[src/sv/rrcf_pkg.sv]
// rotated rectangle corners and frame: shared package
// holds the request and result types, stage structs, angle constants and the sine table
// no dependencies
`timescale 1ns / 1ps
`default_nettype none

package rrcf_pkg;

  // coordinate and angle formats
  localparam int COORD_BITS = 32;
  localparam int ANGLE_BITS = 16;
  localparam int TRIG_FRAC_DEFAULT = 15;

  // quarter-wave table format
  localparam int TABLE_FRAC = 15;
  localparam int TABLE_BITS = TABLE_FRAC + 1;
  localparam int IDX_BITS = 7;

  // degree constants
  localparam int DEG_FULL = 360;
  localparam int DEG_HALF = 180;
  localparam int DEG_QUARTER = 90;
  localparam int DEG_BITS = 9;

  // angle reduction: a whole number of turns makes every angle non-negative
  localparam int ANGLE_OFFSET = ((1 << (ANGLE_BITS - 1)) / DEG_FULL + 1) * DEG_FULL;
  localparam int ANGLE_SHIFT_FIX = ANGLE_OFFSET - (1 << (ANGLE_BITS - 1));
  localparam int POS_BITS = ANGLE_BITS + 1;
  localparam int RECIP_SHIFT = 25;
  localparam int RECIP_BITS = 17;
  localparam int DEG_RECIP = (1 << RECIP_SHIFT) / DEG_FULL + 1;
  localparam int TURN_BITS = 8;

  typedef logic signed [COORD_BITS-1:0] coord_t;

  // request and result payloads
  typedef struct packed {
    logic signed [COORD_BITS-1:0] rect_width;
    logic signed [COORD_BITS-1:0] rect_height;
    logic signed [COORD_BITS-1:0] center_x;
    logic signed [COORD_BITS-1:0] center_y;
    logic signed [ANGLE_BITS-1:0] angle_deg;
  } rect_t;

  typedef struct packed {
    logic signed [COORD_BITS-1:0] top_left_x;
    logic signed [COORD_BITS-1:0] top_left_y;
    logic signed [COORD_BITS-1:0] top_right_x;
    logic signed [COORD_BITS-1:0] top_right_y;
    logic signed [COORD_BITS-1:0] bottom_right_x;
    logic signed [COORD_BITS-1:0] bottom_right_y;
    logic signed [COORD_BITS-1:0] bottom_left_x;
    logic signed [COORD_BITS-1:0] bottom_left_y;
    logic [COORD_BITS-1:0]        frame_width;
    logic [COORD_BITS-1:0]        frame_height;
    logic                         input_error;
  } frame_t;

  // geometry carried between stages
  typedef struct packed {
    coord_t w;
    coord_t h;
    coord_t cx;
    coord_t cy;
    logic   err;
  } geom_t;

  // corners in order top left, top right, bottom right, bottom left
  typedef struct packed {
    coord_t [3:0] x;
    coord_t [3:0] y;
    logic         err;
  } corners_t;

  localparam int CORNER_TL = 0;
  localparam int CORNER_TR = 1;
  localparam int CORNER_BR = 2;
  localparam int CORNER_BL = 3;

  // sine of 0..90 degrees in Q1.15
  localparam logic [TABLE_BITS-1:0] QUARTER_SINE [0:DEG_QUARTER] = '{
        0,   572,  1144,  1715,  2286,  2856,  3425,  3993,  4560,  5126,
     5690,  6252,  6813,  7371,  7927,  8481,  9032,  9580, 10126, 10668,
    11207, 11743, 12275, 12803, 13328, 13848, 14365, 14876, 15384, 15886,
    16384, 16877, 17364, 17847, 18324, 18795, 19261, 19720, 20174, 20622,
    21063, 21498, 21926, 22348, 22763, 23170, 23571, 23965, 24351, 24730,
    25102, 25466, 25822, 26170, 26510, 26842, 27166, 27482, 27789, 28088,
    28378, 28660, 28932, 29197, 29452, 29698, 29935, 30163, 30382, 30592,
    30792, 30983, 31164, 31336, 31499, 31651, 31795, 31928, 32052, 32166,
    32270, 32365, 32449, 32524, 32588, 32643, 32688, 32723, 32748, 32763,
    32768
  };

  function automatic logic [TABLE_BITS-1:0] quarter_sine(input logic [IDX_BITS-1:0] idx);
    logic [TABLE_BITS-1:0] val;
    if (idx > IDX_BITS'(DEG_QUARTER)) begin
      val = '0;
    end else begin
      val = QUARTER_SINE[idx];
    end
    return val;
  endfunction

endpackage

`default_nettype wire

[src/sv/rrcf_frame.sv]
// rotated rectangle corners and frame: bounding frame and result register
// min/max over the four corners, size subtract, error zeroing
// depends on rrcf_pkg
`timescale 1ns / 1ps
`default_nettype none

module rrcf_frame import rrcf_pkg::*; (
  input  wire logic     clk,
  input  wire logic     rst,
  input  wire logic     corner_valid,
  output      logic     corner_ready,
  input  wire corners_t corners,
  output      logic     frame_valid,
  input  wire logic     frame_ready,
  output      frame_t   frame
);

  function automatic coord_t cmin(input coord_t a, input coord_t b);
    return (a < b) ? a : b;
  endfunction

  function automatic coord_t cmax(input coord_t a, input coord_t b);
    return (a > b) ? a : b;
  endfunction

  // two-level min/max trees
  coord_t xmin;
  coord_t xmax;
  coord_t ymin;
  coord_t ymax;
  frame_t frame_next;

  assign xmin = cmin(cmin(corners.x[0], corners.x[1]), cmin(corners.x[2], corners.x[3]));
  assign xmax = cmax(cmax(corners.x[0], corners.x[1]), cmax(corners.x[2], corners.x[3]));
  assign ymin = cmin(cmin(corners.y[0], corners.y[1]), cmin(corners.y[2], corners.y[3]));
  assign ymax = cmax(cmax(corners.y[0], corners.y[1]), cmax(corners.y[2], corners.y[3]));

  // result assembly, all zero with the error flag on a negative size
  always_comb begin
    if (corners.err) begin
      frame_next = '0;
      frame_next.input_error = 1'b1;
    end else begin
      frame_next.top_left_x     = corners.x[CORNER_TL];
      frame_next.top_left_y     = corners.y[CORNER_TL];
      frame_next.top_right_x    = corners.x[CORNER_TR];
      frame_next.top_right_y    = corners.y[CORNER_TR];
      frame_next.bottom_right_x = corners.x[CORNER_BR];
      frame_next.bottom_right_y = corners.y[CORNER_BR];
      frame_next.bottom_left_x  = corners.x[CORNER_BL];
      frame_next.bottom_left_y  = corners.y[CORNER_BL];
      frame_next.frame_width    = COORD_BITS'(xmax - xmin);
      frame_next.frame_height   = COORD_BITS'(ymax - ymin);
      frame_next.input_error    = 1'b0;
    end
  end

  // output register
  assign corner_ready = !frame_valid || frame_ready;

  always_ff @(posedge clk) begin
    if (rst) begin
      frame_valid <= 1'b0;
    end else if (corner_ready) begin
      frame_valid <= corner_valid;
    end
  end

  always_ff @(posedge clk) begin
    if (corner_ready && corner_valid) begin
      frame <= frame_next;
    end
  end

endmodule

`default_nettype wire
[config.mk]
export PLATFORM = sky130hd
export DESIGN_NAME = rrcf_frame
export DESIGN_NICKNAME = d
export VERILOG_FILES = /design/src/sv/rrcf_pkg.sv /design/src/sv/rrcf_frame.sv
export SDC_FILE = /design/constraint.sdc
export NUM_CORES = 1
export LEC_CHECK = 0
export BUFFER_PORTS_ARGS = -buffer_cell sky130_fd_sc_hd__buf_4
export CORE_AREA = 2 2 227 229
export CTS_CLUSTER_DIAMETER = 200
export DETAILED_ROUTE_END_ITERATION = 8
export DIE_AREA = 0 0 229 231
export GPL_TIMING_DRIVEN = 0
export MAX_ROUTING_LAYER = met4
export PLACE_DENSITY_LB_ADDON = 0.2
export SLEW_MARGIN = 20
export SYNTH_ARGS = -nofsm -noshare
export SYNTH_HDL_FRONTEND = slang
export SYNTH_SLANG_ARGS = --single-unit
[constraint.sdc]
create_clock -name clk -period 14.8 [get_ports clk]
set_clock_uncertainty 0.15 [all_clocks]
set_input_delay 4.44 -clock clk [delete_from_list [all_inputs] [get_ports clk]]
set_output_delay 4.44 -clock clk [all_outputs]
set_load 0.01 [all_outputs]
==> out/results.txt <==
Worst reg2reg path depth: 5
Initial Util: 0.493
Most used DFF post-synth: edfxtp_1
DIE WIDTH: 229 um
Crit start category: input pin
Max clock buf depth: 3
# clock sinks: 322
Cts bufs inserted: 36
Mean Syn Cell Area: 9.81 um2
Mux cell area share after synthesis: 0.0806
Most common cell after layout, fill and taps aside: buf_4
First-pass DRT Iterations: 5
VDD IR max: 0.103 mV
Leakage power figure: 14.3 nW
DRC Markers: 0
Global-route wire length before repair: 142 mm
Hold Vio Cnt, Final: 0
Via density per instance: 5.98
Vias: 23,245
Critical path's largest stage delay: 0.87 ns
Largest net degree at the start of global routing: 64
Total Power: 5.03 mW
Reg2reg end: frame[171]
Drt initial violations: 1,886
Hold Path Class: reg -> reg
Area Growth Syn to Fin: 26.2%
GRT overflow: 0
Status: finished clean
All-Layer GR Usage: 0.367
CP required: 14.94 ns
Pins Over Slew Limit: 0
CTS root buffer: clkbuf_16
Post-synth net total: 3,125
Final min period: 14.34 ns
Max-slew headroom: 0.153
EDFF count, synth: 321
Number of post-CTS setup repair buffers: 0
Vias in the first global route: 23,278
Worst-path clk slew: 0.06 ns
FP Rows: 83
Endpoints failing setup: 0
Ports: 584
Area after DPL: 30,300 um2
Worst-margin pin slew: 1.27 ns
Nets: 3,751
Initial antenna violation count: 7
R2R Path Start: frame_valid
Post-synthesis xor/xnor area fraction: 0.0178
Die area: 52,900 um2
Library cells used by synthesis: 75
FF+latch count, synth: 322
Compound-Gate Fraction of Synth Area: 0.161
Async SR Flop Fraction: 0
Gpl congestion: 1.01
Synth warnings: 0
Crit path max fanout: 10
Worst setup EP type: register
Simple-Gate Fraction of Synth Area: 0.154
Number of max-cap violations: 0
Sequential element share of the synthesized area: 0.387
Chip Height: 231 um
CTS tree: built
Achievable frequency: 69.7 MHz
Worst path arrival time: 14.49 ns
Post-route ant nets: 0
HPWL after detailed placement: 79.2 mm
Final Instance Area: 31,500 um2
Fraction of layout cells with a size suffix above 1: 0.231
Adder-cell share of the synthesized area: 0.160
CORE AREA: 50,700 um2
Commonest non-fill, non-tap cells in the layout: buf_4, edfxtp_1, ha_1, nor2_1, o21ai_0
CTS H-tree depth: 2
DRT Wirelength: 97.4 mm
Avg WL per Cell: 25.1 um
Slowest cell on crit path: nor4_1
Port bufs: 583
Unrepaired setup endpoints after global routing: no
Synth Instances: 2,546
Slack of the worst reg-to-reg path: 12.23 ns
Most used cell, CP: nand4_1
CP startpoint: corners[239]
Main combinational cell family by area after synthesis: compound AO/OA/AOI/OAI gates
Share of the clock period used by the worst path: 0.969
Post-Syn Area: 25,000 um2
Worst-Skew Late Latency: 0.57 ns
P per Cell Area: 160 nW/um2
Setup crit end: frame[64]
Kind of critical path: in -> reg
-- cells in the mapped netlist (all sizes together) (4+ instances only) --
cell     number  share of area
nand4        56          0.014
or2           5         0.0013
a2111o        5         0.0023
a2111oi       7         0.0030
mux2         64          0.029
inv         157          0.024
and2          9         0.0023
edfxtp      321           0.39
a21oi       141          0.028
o2111a        4         0.0018
or3           9         0.0023
o31a          6         0.0021
and4          5         0.0018
nand2       152          0.023
nor4         13         0.0035
a31oi        11         0.0033
xor2         19         0.0067
ha          316           0.16
nor2        274          0.041
and3         13         0.0033
o211ai       15         0.0045
o21a         20         0.0060
nand2b       39         0.0098
xnor2        31          0.011
a211oi       17         0.0053
o21ai       187          0.037
o41a         31          0.014
a21boi        9         0.0027
o21bai        7         0.0021
nor2b       146          0.037
clkbuf       90          0.014
o31ai        37          0.011
a21o         77          0.023
mux2i       129          0.052
nand3        32         0.0064
nor3         27         0.0054
buf          16         0.0029
-- through the flow --
| stage | utilization | setup TNS (ns) | std cells | hold slack [ns] | setup WS, ns |
|---|---|---|---|---|---|
| floorplan | - | 0 | 2546 | 0.443 | 1.98 |
| global placement | 0.596 | -206.12 | 3809 | 0.345 | -0.697 |
| detailed placement | 0.599 | -1.59 | 3814 | 0.384 | -0.309 |
| CTS | 0.621 | 0 | 3879 | 0.396 | 0.248 |
| global route | 0.622 | 0 | 3886 | 0.441 | 0.113 |
| finish | 0.622 | 0 | 3886 | 0.390 | 0.457 |
-- state kept, by name, summed over array words and instances (netlist names) --
| register | cells |
|---|---|
| frame_valid | 1 |
| frame | 321 |
-- worst max-delay path, delay by kind of cell --
family / cells / cell delay (ns)
mux: 1 / 0.28
fa+ha+maj: 3 / 0.95
compound gates: 11 / 2.93
simple gates: 13 / 4.32
buf+inv: 4 / 1.53
-- area by class of cell --
class                      count  area, um2
multi-input combinational   1961      14300
clock buffer                  43        948
sequential                   322       9660
tap                          680        851
timing repair buffer         588       4510
fill                        4247      19200
inverter                     157        589
buffer                       106        413
antenna                        7       17.5
clock inverter                22        174
-- layer usage --
metal,global-route usage,share of wire
met1,0.424,0.38
met2,0.619,0.49
met3,0.0626,0.071
met4,0.179,0.052
met5,-,0
-- worst min-delay path by stage --
| stage | cells after the start | slack (ns) | from | endpoint |
|---|---|---|---|---|
| after floorplan | 2 | 0.44 | frame_valid | frame_valid |
| after global placement | 2 | 0.35 | frame_valid | frame_valid |
| after detailed placement | 2 | 0.38 | frame_valid | frame_valid |
| after CTS | 2 | 0.40 | frame_valid | frame_valid |
| after global routing | 2 | 0.44 | frame_valid | frame_valid |
| final | 2 | 0.39 | frame_valid | frame_valid |
-- what timing repair did --
| action | 4_1_cts | 5_1_grt |
|---|---|---|
| resized for setup | 0 | 8 |
| endpoints found under the setup margin | 0 | 7 |
| hold buffers | 0 | 0 |
-- logic make-up after synthesis --
logic type	count (synthesis)
mux	193
fa+ha+maj	318
flops	322
buf+inv	263
simple gates	790
xor+xnor	50
compound gates	610
-- power breakdown --
group | switching [mW] | leakage [nW] | total [mW] | internal (mW)
Combinational | 1.73 | 10.5 | 2.90 | 1.17
Sequential | 0.0408 | 3.21 | 1.24 | 1.20
Clock | 0.385 | 0.552 | 0.881 | 0.495
(Power assumes the default switching activity.)
