### src/sv/rrcf_pkg.sv
// rotated rectangle corners and frame: shared package
// holds the request and result types, stage structs, angle constants and the sine table
// no dependencies
`timescale 1ns / 1ps
`default_nettype none

package rrcf_pkg;

  // coordinate and angle formats
  localparam int COORD_BITS = 32;
  localparam int ANGLE_BITS = 16;
  localparam int TRIG_FRAC_DEFAULT = 15;

  // quarter-wave table format
  localparam int TABLE_FRAC = 15;
  localparam int TABLE_BITS = TABLE_FRAC + 1;
  localparam int IDX_BITS = 7;

  // degree constants
  localparam int DEG_FULL = 360;
  localparam int DEG_HALF = 180;
  localparam int DEG_QUARTER = 90;
  localparam int DEG_BITS = 9;

  // angle reduction: a whole number of turns makes every angle non-negative
  localparam int ANGLE_OFFSET = ((1 << (ANGLE_BITS - 1)) / DEG_FULL + 1) * DEG_FULL;
  localparam int ANGLE_SHIFT_FIX = ANGLE_OFFSET - (1 << (ANGLE_BITS - 1));
  localparam int POS_BITS = ANGLE_BITS + 1;
  localparam int RECIP_SHIFT = 25;
  localparam int RECIP_BITS = 17;
  localparam int DEG_RECIP = (1 << RECIP_SHIFT) / DEG_FULL + 1;
  localparam int TURN_BITS = 8;

  typedef logic signed [COORD_BITS-1:0] coord_t;

  // request and result payloads
  typedef struct packed {
    logic signed [COORD_BITS-1:0] rect_width;
    logic signed [COORD_BITS-1:0] rect_height;
    logic signed [COORD_BITS-1:0] center_x;
    logic signed [COORD_BITS-1:0] center_y;
    logic signed [ANGLE_BITS-1:0] angle_deg;
  } rect_t;

  typedef struct packed {
    logic signed [COORD_BITS-1:0] top_left_x;
    logic signed [COORD_BITS-1:0] top_left_y;
    logic signed [COORD_BITS-1:0] top_right_x;
    logic signed [COORD_BITS-1:0] top_right_y;
    logic signed [COORD_BITS-1:0] bottom_right_x;
    logic signed [COORD_BITS-1:0] bottom_right_y;
    logic signed [COORD_BITS-1:0] bottom_left_x;
    logic signed [COORD_BITS-1:0] bottom_left_y;
    logic [COORD_BITS-1:0]        frame_width;
    logic [COORD_BITS-1:0]        frame_height;
    logic                         input_error;
  } frame_t;

  // geometry carried between stages
  typedef struct packed {
    coord_t w;
    coord_t h;
    coord_t cx;
    coord_t cy;
    logic   err;
  } geom_t;

  // corners in order top left, top right, bottom right, bottom left
  typedef struct packed {
    coord_t [3:0] x;
    coord_t [3:0] y;
    logic         err;
  } corners_t;

  localparam int CORNER_TL = 0;
  localparam int CORNER_TR = 1;
  localparam int CORNER_BR = 2;
  localparam int CORNER_BL = 3;

  // sine of 0..90 degrees in Q1.15
  localparam logic [TABLE_BITS-1:0] QUARTER_SINE [0:DEG_QUARTER] = '{
        0,   572,  1144,  1715,  2286,  2856,  3425,  3993,  4560,  5126,
     5690,  6252,  6813,  7371,  7927,  8481,  9032,  9580, 10126, 10668,
    11207, 11743, 12275, 12803, 13328, 13848, 14365, 14876, 15384, 15886,
    16384, 16877, 17364, 17847, 18324, 18795, 19261, 19720, 20174, 20622,
    21063, 21498, 21926, 22348, 22763, 23170, 23571, 23965, 24351, 24730,
    25102, 25466, 25822, 26170, 26510, 26842, 27166, 27482, 27789, 28088,
    28378, 28660, 28932, 29197, 29452, 29698, 29935, 30163, 30382, 30592,
    30792, 30983, 31164, 31336, 31499, 31651, 31795, 31928, 32052, 32166,
    32270, 32365, 32449, 32524, 32588, 32643, 32688, 32723, 32748, 32763,
    32768
  };

  function automatic logic [TABLE_BITS-1:0] quarter_sine(input logic [IDX_BITS-1:0] idx);
    logic [TABLE_BITS-1:0] val;
    if (idx > IDX_BITS'(DEG_QUARTER)) begin
      val = '0;
    end else begin
      val = QUARTER_SINE[idx];
    end
    return val;
  endfunction

endpackage

`default_nettype wire

### src/sv/rrcf_angle.sv
// rotated rectangle corners and frame: angle reduction and sine/cosine lookup
// two pipeline stages: reciprocal-multiply modulo 360, then quarter-wave table
// depends on rrcf_pkg
`timescale 1ns / 1ps
`default_nettype none

module rrcf_angle import rrcf_pkg::*; #(
  parameter int TRIG_FRAC_BITS = TRIG_FRAC_DEFAULT
) (
  input  wire logic                            clk,
  input  wire logic                            rst,
  input  wire logic                            rect_valid,
  output      logic                            rect_ready,
  input  wire rect_t                           rect,
  output      logic                            trig_valid,
  input  wire logic                            trig_ready,
  output      geom_t                           geom,
  output      logic signed [TRIG_FRAC_BITS+1:0] sin_val,
  output      logic signed [TRIG_FRAC_BITS+1:0] cos_val
);

  localparam int TW = TRIG_FRAC_BITS + 2;
  localparam int UP = (TRIG_FRAC_BITS >= TABLE_FRAC) ? TRIG_FRAC_BITS - TABLE_FRAC : 0;
  localparam int DOWN = (TRIG_FRAC_BITS < TABLE_FRAC) ? TABLE_FRAC - TRIG_FRAC_BITS : 0;
  localparam int RND = (DOWN > 0) ? (1 << (DOWN - 1)) : 0;
  localparam int SW = TABLE_BITS + UP;
  localparam int PROD_BITS = POS_BITS + RECIP_BITS;

  // signed sine of a reduced angle, rescaled to the trig format
  function automatic logic signed [TW-1:0] trig_of(input logic [DEG_BITS-1:0] d);
    logic [IDX_BITS-1:0] idx;
    logic                neg;
    logic [SW-1:0]       scaled;
    logic [SW:0]         rounded;
    logic [TW-1:0]       mag;
    if (d <= DEG_BITS'(DEG_QUARTER)) begin
      idx = IDX_BITS'(d);
      neg = 1'b0;
    end else if (d <= DEG_BITS'(DEG_HALF)) begin
      idx = IDX_BITS'(DEG_BITS'(DEG_HALF) - d);
      neg = 1'b0;
    end else if (d <= DEG_BITS'(DEG_HALF + DEG_QUARTER)) begin
      idx = IDX_BITS'(d - DEG_BITS'(DEG_HALF));
      neg = 1'b1;
    end else begin
      idx = IDX_BITS'(DEG_BITS'(DEG_FULL) - d);
      neg = 1'b1;
    end
    scaled = SW'(quarter_sine(idx)) << UP;
    rounded = (SW + 1)'(scaled) + (SW + 1)'(RND);
    mag = TW'(rounded >> DOWN);
    return neg ? -$signed(mag) : $signed(mag);
  endfunction

  // stage 1: offset angle to non-negative, estimate whole turns
  logic                  s1_valid;
  logic                  s1_ready;
  geom_t                 s1_geom;
  logic [POS_BITS-1:0]   s1_angle;
  logic [TURN_BITS-1:0]  s1_turns;
  logic [POS_BITS-1:0]   angle_pos;
  logic [PROD_BITS-1:0]  recip_prod;

  assign angle_pos = POS_BITS'({~rect.angle_deg[ANGLE_BITS-1], rect.angle_deg[ANGLE_BITS-2:0]})
                   + POS_BITS'(ANGLE_SHIFT_FIX);
  assign recip_prod = PROD_BITS'(angle_pos) * PROD_BITS'(DEG_RECIP);

  // stage 2 handshake
  logic s2_valid;
  logic s2_ready;

  assign s1_ready = !s1_valid || s2_ready;
  assign rect_ready = s1_ready;

  always_ff @(posedge clk) begin
    if (rst) begin
      s1_valid <= 1'b0;
    end else if (s1_ready) begin
      s1_valid <= rect_valid;
    end
  end

  always_ff @(posedge clk) begin
    if (s1_ready && rect_valid) begin
      s1_geom.w   <= rect.rect_width;
      s1_geom.h   <= rect.rect_height;
      s1_geom.cx  <= rect.center_x;
      s1_geom.cy  <= rect.center_y;
      s1_geom.err <= rect.rect_width[COORD_BITS-1] | rect.rect_height[COORD_BITS-1];
      s1_angle    <= angle_pos;
      s1_turns    <= recip_prod[RECIP_SHIFT +: TURN_BITS];
    end
  end

  // stage 2: remainder, cosine angle, table lookups
  logic [DEG_BITS-1:0]  sin_deg;
  logic [DEG_BITS-1:0]  cos_sum;
  logic [DEG_BITS-1:0]  cos_deg;

  assign sin_deg = DEG_BITS'(s1_angle - POS_BITS'(POS_BITS'(s1_turns) * POS_BITS'(DEG_FULL)));
  assign cos_sum = sin_deg + DEG_BITS'(DEG_QUARTER);
  assign cos_deg = (cos_sum >= DEG_BITS'(DEG_FULL)) ? cos_sum - DEG_BITS'(DEG_FULL) : cos_sum;

  assign s2_ready = !s2_valid || trig_ready;

  always_ff @(posedge clk) begin
    if (rst) begin
      s2_valid <= 1'b0;
    end else if (s2_ready) begin
      s2_valid <= s1_valid;
    end
  end

  always_ff @(posedge clk) begin
    if (s2_ready && s1_valid) begin
      geom    <= s1_geom;
      sin_val <= trig_of(sin_deg);
      cos_val <= trig_of(cos_deg);
    end
  end

  assign trig_valid = s2_valid;

endmodule

`default_nettype wire

### config.mk
export PLATFORM = sky130hd
export DESIGN_NAME = rrcf_angle
export DESIGN_NICKNAME = d
export VERILOG_FILES = /design/src/sv/rrcf_pkg.sv /design/src/sv/rrcf_angle.sv
export SDC_FILE = /design/constraint.sdc
export NUM_CORES = 1
export LEC_CHECK = 0
export CAP_MARGIN = 20
export CORE_MARGIN = 2
export CORE_UTILIZATION = 50
export DETAILED_ROUTE_END_ITERATION = 10
export DONT_BUFFER_PORTS = 1
export HOLD_SLACK_MARGIN = 0.03
export PLACE_DENSITY_LB_ADDON = 0.3
export RECOVER_POWER = 25
export SLEW_MARGIN = 25
export SYNTH_ARGS = -nofsm -noshare
export SYNTH_HDL_FRONTEND = slang
export SYNTH_SLANG_ARGS = --single-unit
### constraint.sdc
create_clock -name clk -period 10.6 [get_ports clk]
set_input_delay 1.59 -clock clk [delete_from_list [all_inputs] [get_ports clk]]
set_output_delay 1.59 -clock clk [all_outputs]
set_load 0.01 [all_outputs]
==> results of run 1 <==
routing by layer:
metal / wire length, µm / track usage / share of wire
met3: 4418 / 0.04482 / 0.081
met1: 20970 / 0.3246 / 0.39
met5: 38 / 0 / 0.00070
met2: 27250 / 0.4340 / 0.50
met4: 1767 / 0.08222 / 0.032
kinds of logic after synthesis:
logic type	count (synthesis)	synth area share
DFF	309	0.4553
adders and majority gates	249	0.1861
AOI/OAI and AO/OA	469	0.1647
and+or+nand+nor	381	0.09199
muxes	33	0.01895
buffers and inverters	256	0.05009
xor gates and xnor gates	73	0.03292
state kept, by name, indices dropped and copies added (netlist names):
register,cells
cos_val,17
geom,129
s1_angle,9
s1_geom,129
s1_turns,6
s1_valid,1
sin_val,17
trig_valid,1
worst max-delay path, delay by kind of cell (launching register included):
family | cells | cell delay, ps
XOR/XNOR | 3 | 1040
AO/OA/AOI/OAI | 10 | 2490
multiplexers | 1 | 180
buffers and inverters | 8 | 1130
AND/OR/NAND/NOR | 4 | 1370
flip-flops | 1 | 410
adder cells (fa/ha/maj) | 6 | 2070
area by class of cell:
| type | count | area share |
|---|---|---|
| diodes | 1 | 0.0001148 |
| clock buffers | 40 | 0.03715 |
| clock inverters | 14 | 0.005570 |
| inverters | 159 | 0.02762 |
| multi-input cells | 1205 | 0.4629 |
| flip-flops and latches | 309 | 0.4249 |
| well taps | 525 | 0.03014 |
| repair buffers | 31 | 0.01160 |
layout by cell type (no fill, tap or decap), types with 7 or more instances in the layout:
master                      instances
sky130_fd_sc_hd__a211o_1           14
sky130_fd_sc_hd__a211oi_1          38
sky130_fd_sc_hd__a21o_1            19
sky130_fd_sc_hd__a21oi_1          107
sky130_fd_sc_hd__a221oi_1          10
sky130_fd_sc_hd__a22oi_1            7
sky130_fd_sc_hd__a311oi_1          13
sky130_fd_sc_hd__a31oi_1           29
sky130_fd_sc_hd__and2_1            12
sky130_fd_sc_hd__and3_1            21
sky130_fd_sc_hd__buf_4             30
sky130_fd_sc_hd__clkbuf_1           9
sky130_fd_sc_hd__clkbuf_16         31
sky130_fd_sc_hd__clkinv_1           9
sky130_fd_sc_hd__edfxtp_1         307
sky130_fd_sc_hd__fa_1              89
sky130_fd_sc_hd__ha_1             160
sky130_fd_sc_hd__inv_1            155
sky130_fd_sc_hd__mux2i_1           25
sky130_fd_sc_hd__nand2_1          101
sky130_fd_sc_hd__nand2b_1          10
sky130_fd_sc_hd__nand3_1           45
sky130_fd_sc_hd__nor2_1            96
sky130_fd_sc_hd__nor3_1            32
sky130_fd_sc_hd__nor4_1             7
sky130_fd_sc_hd__o211ai_1          21
sky130_fd_sc_hd__o21ai_0           70
sky130_fd_sc_hd__o22ai_1            9
sky130_fd_sc_hd__o311a_1            8
sky130_fd_sc_hd__o311ai_0          15
sky130_fd_sc_hd__o31ai_1           11
sky130_fd_sc_hd__or3_1              9
sky130_fd_sc_hd__xnor2_1           44
sky130_fd_sc_hd__xor2_1            23
how the worst max path moves through the flow:
| stage | start | to | slack, ps | cells past startpoint |
|---|---|---|---|---|
| final | s1_turns[2]$_DFFE_PP_ | cos_val[11]$_DFFE_PP_ | 1590 | 32 |
| after global routing | s1_turns[2]$_DFFE_PP_ | cos_val[11]$_DFFE_PP_ | 880 | 32 |
| after CTS | s1_turns[2]$_DFFE_PP_ | cos_val[11]$_DFFE_PP_ | 1630 | 32 |
| after detailed placement | s1_turns[2]$_DFFE_PP_ | cos_val[11]$_DFFE_PP_ | 1650 | 32 |
| after global placement | s1_turns[2]$_DFFE_PP_ | cos_val[14]$_DFFE_PP_ | 2010 | 26 |
| after floorplan | trig_ready | cos_val[0]$_DFFE_PP_ | 1020 | 2 |
stage by stage:
step                        util  setup WS, ps  hold WS, ps
after floorplan                -          1024        400.3
after CTS                 0.5452          1632        409.3
after global routing      0.5459         876.7        418.9
after global placement    0.5219          2011        400.3
final                     0.5459          1594        402.5
after detailed placement  0.5219          1648        404.5
==> results.sh, run 1 <==
export IMPL_dr_first_iter_drc_count=1441
export IMPL_fin_area_mm2=0.02179
export IMPL_detail_route_wl_per_cell_um=23.84
export IMPL_floorplan_initialDensity=0.5095
export IMPL_synth_area_leaders="sky130_fd_sc_hd__edfxtp_1 45%, sky130_fd_sc_hd__ha_1 9.8%, sky130_fd_sc_hd__fa_1 8.8%"
export IMPL_synth_main_ff_cell="sky130_fd_sc_hd__edfxtp_1"
export IMPL_worstMarginPinSlew_ps=1043
export IMPL_async_set_reset_flop_share_out_of_synthesis=0
export IMPL_floorplan_die_area_mm2=0.04230
export IMPL_worst_setup_path_start_kind="flop"
export IMPL_via_count=14470
export IMPL_stdcell_count=2284
export IMPL_slew_headroom=0.3050
export IMPL_final_nets=2133
export IMPL_worstHoldPathCells=0
export IMPL_post_synth_num_cell_types=101
export IMPL_grt_first_pass_wirelength_mm=83.13
export IMPL_floorplan_die_height_um=205.7
export IMPL_fill_cells=3292
export IMPL_r2r_start="s1_turns[2]$_DFFE_PP_"
export IMPL_ys_warnings_count=0
export IMPL_post_synth_top_count_cell="sky130_fd_sc_hd__edfxtp_1"
export IMPL_htree_levels=1
export IMPL_fp_dieW_um=205.7
export IMPL_post_cts_setup_buffers=0
export IMPL_fp_coreArea_mm2=0.03991
export IMPL_cpPeakStageDelay_ps=850
export IMPL_cts_buffers_inserted=30
export IMPL_detail_route_antenna_nets=0
export IMPL_timing_critical_path_to_type="flop"
export IMPL_finalWirelength_mm=54.45
export IMPL_min_to="geom[79]$_DFFE_PP_"
export IMPL_rows=73
export IMPL_fin_crit_ps=9006
export IMPL_required_ps=10890
export IMPL_setup_violations=0
export IMPL_post_route_cells_drive_above_1_share=0.07452
export IMPL_timing_worst_setup_path_type="flop to flop"
export IMPL_setup_repair_after_global_routing_missed_its_margin="no"
export IMPL_min_path_type="flop to flop"
export IMPL_detailedPlacementHpwl_mm=40.22
export IMPL_grt_start_max_net_pins=79
export IMPL_drt_vias_per_instance=6.337
export IMPL_root_buffer="sky130_fd_sc_hd__clkbuf_16"
export IMPL_r2r_slack_ps=1590
export IMPL_grt_usage=0.2530
export IMPL_max_cap_viol_count=0
export IMPL_ys_seq_area_frac=0.4553
export IMPL_post_synth_top_area_fraction=0.4534
export IMPL_clkLatencyLatePin_ps=560
export IMPL_rr_endpoint="cos_val[11]$_DFFE_PP_"
export IMPL_syn_num_nets=2167
export IMPL_synth_top_area_cell="sky130_fd_sc_hd__edfxtp_1"
export IMPL_grt_antenna_before_repair=3
export IMPL_holdBufCountCts=0
export IMPL_timing_fmax_mhz=111.0
export IMPL_critPathMaxFanout=20
export IMPL_grt_pass1_vias=14390
export IMPL_clock_slew_seen_by_the_registers_of_the_worst_setup_and_hold_paths_ps=60
export IMPL_synth_commonest_cells="307 x sky130_fd_sc_hd__edfxtp_1, 160 x sky130_fd_sc_hd__ha_1, 155 x sky130_fd_sc_hd__inv_1"
export IMPL_clock_tree_buffer_depth=3
export IMPL_multiInputGateArea_mm2=0.01009
export IMPL_arrival_ps=9300
export IMPL_tritoncts_clock_tree="done"
export IMPL_place_inst=2228
export IMPL_setup_tns_ps=0
export IMPL_avgSynthCellArea_um2=11.49
export IMPL_synth_area_mm2=0.02033
export IMPL_fin_worst_skew_ps=25.04
export IMPL_io_count=313
export IMPL_post_dp_cell_area_mm2=0.02083
export IMPL_postSynthCellCount=1770
export IMPL_place_port_buffers=0
export IMPL_worst_r2r_path_depth=32
export IMPL_period_share=0.8496
export IMPL_place_congestion=0.9850
export IMPL_detail_route_drc_violations=0
export IMPL_dr_pass1_iters=6
export IMPL_overflow=0
export IMPL_worst_path_max_delay_cell="sky130_fd_sc_hd__nor4_2"
export IMPL_hold_path_startpoint="s1_geom[79]$_DFFE_PP_"
export IMPL_slew_violations=0
export IMPL_synth_edf_count=307
export IMPL_layout_area_seq_mm2=0.009259
export IMPL_hold_violations=0
export IMPL_synth_seq_cells=309
export IMPL_numClockSinks=309
export IMPL_status="finished clean"
export IMPL_area_growth_pct=7.162
export IMPL_cts_resized=0
Power of run 1 is not shown: default switching activity piles up to over one toggle a cycle in this logic, so the estimate is an artifact.
==> run 2: changes to the inputs <==
Settings changed: ABC_AREA set to 1.
Clock period 10.6 ns to 9.1 ns, I/O delays scaled along.
==> results.sh, run 2 <==
export IMPL_dr_first_iter_drc_count=1412
export IMPL_detail_route_drc_violations=0
export IMPL_place_port_buffers=0
export IMPL_post_cts_setup_buffers=0
export IMPL_r2r_start="s1_turns[2]$_DFFE_PP_"
export IMPL_ys_seq_area_frac=0.4583
export IMPL_timing_critical_path_to_type="flop"
export IMPL_fp_coreArea_mm2=0.03982
export IMPL_grt_first_pass_wirelength_mm=83.87
export IMPL_area_growth_pct=6.987
export IMPL_max_cap_viol_count=0
export IMPL_postSynthCellCount=2093
export IMPL_worst_path_max_delay_cell="sky130_fd_sc_hd__a21oi_4"
export IMPL_cp_startpoint="s1_turns[2]$_DFFE_PP_"
export IMPL_min_path_type="flop to flop"
export IMPL_synth_area_mm2=0.02020
export IMPL_dp_worst_setup_slack_ps=1856
export IMPL_floorplan_initialDensity=0.5073
export IMPL_period_share=0.7794
export IMPL_detailedPlacementHpwl_mm=42.71
export IMPL_synth_top_area_cell="sky130_fd_sc_hd__edfxtp_1"
export IMPL_ys_warnings_count=0
export IMPL_critPathMaxFanout=53
export IMPL_required_ps=9420
export IMPL_clkLatencyLatePin_ps=560
export IMPL_overflow=0
export IMPL_fin_worst_skew_ps=15.92
export IMPL_syn_num_nets=2490
export IMPL_post_synth_top_area_fraction=0.4564
export IMPL_io_count=313
export IMPL_floorplan_die_height_um=205
export IMPL_root_buffer="sky130_fd_sc_hd__clkbuf_16"
export IMPL_slew_headroom=0.3926
export IMPL_worst_r2r_path_depth=39
export IMPL_arrival_ps=7410
export IMPL_setup_tns_ps=0
export IMPL_tritoncts_clock_tree="done"
export IMPL_detail_route_wl_per_cell_um=20.73
export IMPL_post_synth_num_cell_types=58
export IMPL_crit_cells=39
export IMPL_final_nets=2483
export IMPL_reg_top3="geom: 129 flops, s1_geom: 129 flops"
export IMPL_async_set_reset_flop_share_out_of_synthesis=0
export IMPL_multiInputGateArea_mm2=0.009504
export IMPL_drt_vias_per_instance=5.649
export IMPL_post_synth_top_count_cell="sky130_fd_sc_hd__nand2_1"
export IMPL_cts_resized=0
export IMPL_holdBufCountCts=0
export IMPL_finalWirelength_mm=54.64
export IMPL_grt_start_max_net_pins=145
export IMPL_htree_levels=1
export IMPL_synth_edf_count=307
export IMPL_r2r_slack_ps=2010
export IMPL_floorplan_die_area_mm2=0.04203
export IMPL_synth_commonest_cells="495 x sky130_fd_sc_hd__nand2_1, 307 x sky130_fd_sc_hd__edfxtp_1, 277 x sky130_fd_sc_hd__inv_1"
export IMPL_grt_antenna_before_repair=1
export IMPL_numClockSinks=309
export IMPL_via_count=14890
export IMPL_setup_violations=0
export IMPL_place_congestion=1.004
export IMPL_synth_main_ff_cell="sky130_fd_sc_hd__edfxtp_1"
export IMPL_clock_tree_buffer_depth=3
export IMPL_grt_usage=0.2579
export IMPL_synth_seq_cells=309
export IMPL_cpPeakStageDelay_ps=540
export IMPL_setup_repair_after_global_routing_missed_its_margin="no"
export IMPL_worst_path_most_repeated_cell="sky130_fd_sc_hd__nand3_1"
export IMPL_post_route_cells_drive_above_1_share=0.06967
export IMPL_hold_violations=0
export IMPL_synth_area_leaders="sky130_fd_sc_hd__edfxtp_1 46%, sky130_fd_sc_hd__ha_1 9.9%, sky130_fd_sc_hd__nand2_1 9.2%"
export IMPL_rr_endpoint="cos_val[14]$_DFFE_PP_"
export IMPL_clock_slew_seen_by_the_registers_of_the_worst_setup_and_hold_paths_ps=70
export IMPL_most_common_layout_cells="495 x sky130_fd_sc_hd__nand2_1, 307 x sky130_fd_sc_hd__edfxtp_1, 276 x sky130_fd_sc_hd__inv_1"
export IMPL_crit_buf_inv=7
export IMPL_timing_worst_setup_path_type="flop to flop"
export IMPL_setup_slack_ps=2007
export IMPL_detail_route_antenna_nets=0
export IMPL_layout_area_seq_mm2=0.009259
export IMPL_dr_pass1_iters=5
export IMPL_status="finished clean"
export IMPL_fill_cells=3507
export IMPL_timing_fmax_mhz=141.0
export IMPL_cts_buffers_inserted=30
export IMPL_most_common_cell_after_layout_fill_and_taps_aside="sky130_fd_sc_hd__nand2_1"
export IMPL_critical_path_top_delay_family="simple AND/OR/NAND/NOR gates"
export IMPL_rows=73
export IMPL_crit_end="cos_val[14]$_DFFE_PP_"
export IMPL_grt_pass1_vias=14520
export IMPL_slew_violations=0
export IMPL_worstMarginPinSlew_ps=904.6
export IMPL_fin_crit_ps=7093
export IMPL_avgSynthCellArea_um2=9.652
export IMPL_worst_setup_path_start_kind="flop"
export IMPL_fp_dieW_um=205
run 2: cell count changes after synthesis, sizes merged, moves of 21 or more:
| cell | delta |
|---|---|
| a211oi | -36 |
| a21oi | -28 |
| a31oi | -26 |
| and3 | -21 |
| clkbuf | -58 |
| inv | +141 |
| mux2i | -25 |
| nand2 | +422 |
| nand3 | +176 |
| nor2 | +39 |
| nor3 | -21 |
| xnor2 | -34 |
run 2: routing by layer:
metal	up-vias	GRT usage	routed length [µm]
li1	6988	-	-
met1	7061	0.3554	22840
met2	751	0.4237	25560
met3	88	0.04343	4876
met4	2	0.06860	1341
met5	-	0	11
run 2: worst min path at each step:
stage / startpoint / endpoint / depth (start not counted)
CTS: s1_geom[12]$_DFFE_PP_ / geom[12]$_DFFE_PP_ / 0
finish: s1_geom[12]$_DFFE_PP_ / geom[12]$_DFFE_PP_ / 0
detailed placement: s1_geom[106]$_DFFE_PP_ / geom[106]$_DFFE_PP_ / 0
global route: s1_geom[104]$_DFFE_PP_ / geom[104]$_DFFE_PP_ / 0
floorplan: s1_geom[0]$_DFFE_PP_ / geom[0]$_DFFE_PP_ / 0
global placement: s1_geom[5]$_DFFE_PP_ / geom[5]$_DFFE_PP_ / 0
run 2: worst reg2reg max path: cells and delay by family (launching register included):
| kind | cells | cell delay [ps] |
|---|---|---|
| flops | 1 | 400 |
| buf+inv | 7 | 1050 |
| fa+ha+maj | 6 | 1880 |
| compound gates | 2 | 660 |
| simple gates | 24 | 2890 |
run 2: cells by family (layout without fill, tap and decap cells):
| group | Yosys count | in the layout | synth area share |
|---|---|---|---|
| AOI/OAI and AO/OA | 199 | 199 | 0.05729 |
| buffers and inverters | 350 | 367 | 0.07173 |
| adders and majority gates | 249 | 249 | 0.1873 |
| and+or+nand+nor | 939 | 939 | 0.2046 |
| other | 0 | 1 | 0 |
| xor gates and xnor gates | 47 | 47 | 0.02075 |
| DFF | 309 | 309 | 0.4583 |
run 2: per-stage QoR:
step,util,std cells,area [µm²],hold WS [ps]
after floorplan,-,2093,20200,400.3
after global placement,0.5186,2579,20650,400.4
after detailed placement,0.5186,2579,20650,404.5
after CTS,0.5426,2635,21610,413.9
after global routing,0.5426,2635,21610,420.5
final,0.5427,2636,21610,412.4
run 2: final cells by class:
| type | instances | share of cell area |
|---|---|---|
| antenna | 1 | 0.0001158 |
| clock buffer | 31 | 0.03491 |
| clock inverter | 25 | 0.009379 |
| inverter | 299 | 0.05228 |
| multi-input combinational | 1434 | 0.4398 |
| sequential | 309 | 0.4284 |
| tap | 525 | 0.03039 |
| timing repair buffer | 12 | 0.004747 |
Power of run 2 is left out for the same reason.
==> run 3: changes to the inputs <==
Clock period 9.1 ns to 5.95 ns, I/O delays scaled along.
==> results.sh, run 3 (synthesized netlist as in run 2, its figures left out) <==
export IMPL_dr_pass1_iters=8
export IMPL_required_ps=6260
export IMPL_worst_r2r_path_depth=35
export IMPL_area_growth_pct=23.05
export IMPL_timing_fmax_mhz=171.9
export IMPL_timing_critical_path_to_type="flop"
export IMPL_numClockSinks=309
export IMPL_worst_setup_path_start_kind="flop"
export IMPL_floorplan_die_area_mm2=0.04203
export IMPL_final_nets=2750
export IMPL_worstHoldPathCells=1
export IMPL_place_congestion=0.9970
export IMPL_grt_antenna_before_repair=5
export IMPL_worstMarginPinSlew_ps=964.3
export IMPL_max_cap_viol_count=0
export IMPL_dp_worst_setup_slack_ps=-204.7
export IMPL_detail_route_drc_violations=0
export IMPL_post_route_cells_drive_above_1_share=0.2495
export IMPL_grt_usage=0.2670
export IMPL_slew_headroom=0.3571
export IMPL_finalWirelength_mm=58.88
export IMPL_io_count=313
export IMPL_fin_crit_ps=5818
export IMPL_slew_violations=0
export IMPL_worst_path_max_delay_cell="sky130_fd_sc_hd__fa_1"
export IMPL_arrival_ps=6130
export IMPL_rows=73
export IMPL_clkLatencyLatePin_ps=570
export IMPL_fin_worst_skew_ps=18.97
export IMPL_status="finished clean"
export IMPL_grt_first_pass_wirelength_mm=87.32
export IMPL_setup_violations=0
export IMPL_place_port_buffers=0
export IMPL_critPathMaxFanout=6
export IMPL_most_common_cell_after_layout_fill_and_taps_aside="sky130_fd_sc_hd__nand2_1"
export IMPL_most_common_layout_cells="444 x sky130_fd_sc_hd__nand2_1, 307 x sky130_fd_sc_hd__edfxtp_1, 259 x sky130_fd_sc_hd__inv_1"
export IMPL_htree_levels=1
export IMPL_fill_cells=3241
export IMPL_drt_vias_per_instance=5.571
export IMPL_period_share=0.9778
export IMPL_tritoncts_clock_tree="done"
export IMPL_cts_buffers_inserted=31
export IMPL_floorplan_die_height_um=205
export IMPL_setup_slack_ps=132.1
export IMPL_hold_violations=0
export IMPL_hold_slack_ps=386.9
export IMPL_grt_start_max_net_pins=101
export IMPL_clock_slew_seen_by_the_registers_of_the_worst_setup_and_hold_paths_ps=60
export IMPL_reg_top3="geom: 129 flops, s1_geom: 129 flops"
export IMPL_timing_worst_setup_path_type="flop to flop"
export IMPL_clock_tree_buffer_depth=3
export IMPL_detailedPlacementHpwl_mm=45.29
export IMPL_setup_repair_after_global_routing_missed_its_margin="yes"
export IMPL_detail_route_antenna_nets=0
export IMPL_grt_pass1_vias=15500
export IMPL_fp_coreArea_mm2=0.03982
export IMPL_via_count=16210
export IMPL_overflow=0
export IMPL_fp_dieW_um=205
export IMPL_floorplan_initialDensity=0.5073
export IMPL_dr_first_iter_drc_count=1405
export IMPL_min_path_type="input pin to flop"
export IMPL_cpPeakStageDelay_ps=480
export IMPL_detail_route_wl_per_cell_um=20.24
export IMPL_holdBufCountCts=0
export IMPL_root_buffer="sky130_fd_sc_hd__clkbuf_16"
-- run 3: changes by cell type in the layout (fill, tap and decap cells not counted), sizes merged --
cell	delta
clkinvlp	-1
diode	+6
buf	+261
bufinv	+1
clkinv	-4
inv	+2
clkbuf	+7
nand2	+1
-- run 3: final timing paths --
path,startpoint,slack (ps),end
hold / removal,rst,390,s1_valid$_SDFFE_PP0N_
setup reg to reg,s1_turns[4]$_DFFE_PP_,130,sin_val[6]$_DFFE_PP_
hold reg to reg,s1_geom[5]$_DFFE_PP_,410,geom[5]$_DFFE_PP_
setup / recovery,s1_turns[4]$_DFFE_PP_,130,sin_val[6]$_DFFE_PP_
-- run 3: routing by layer --
metal,up-vias,GRT usage,share of wire
met5,-,0,0.00029
met4,2,0.06603,0.024
met3,108,0.04343,0.085
met2,788,0.4438,0.48
met1,7776,0.3663,0.41
li1,7532,-,-
-- run 3: final cells by class --
type / count / area [µm²] / area share
multi-input cells: 1435 / 10440 / 0.4200
flip-flops and latches: 309 / 9259 / 0.3725
repair buffers: 277 / 2331 / 0.09377
inverters: 299 / 1161 / 0.04671
clock buffers: 34 / 787.0 / 0.03166
well taps: 525 / 656.9 / 0.02643
clock inverters: 23 / 205.2 / 0.008255
diodes: 7 / 17.52 / 0.0007047
-- run 3: metrics by stage --
stage                     utilization  setup TNS (ps)  cell area, µm²  std cells
after floorplan                     -          -24.64           20310       2093
after global placement         0.5646           -1083           22490       2804
after detailed placement       0.5646           -3210           22490       2804
after CTS                      0.5923               0           23590       2864
after global routing           0.6239           -1431           24850       2904
final                          0.6242               0           24860       2909
-- run 3: critical path, delay by kind of cell (launching register included) --
| family | cells | cell delay (ps) |
|---|---|---|
| DFF | 1 | 420 |
| AOI/OAI and AO/OA | 5 | 820 |
| adders and majority gates | 6 | 1740 |
| and+or+nand+nor | 14 | 1620 |
| buffers and inverters | 9 | 840 |
| xor gates and xnor gates | 1 | 100 |
-- run 3: repair_timing --
item / CTS / global route
cloned: 0 / 5
gates resized for setup: 22 / 239
pin swaps: 8 / 86
endpoints found under the setup margin: 25 / 35
setup buffers: 3 / 33
Power of run 3 is left out for the same reason.
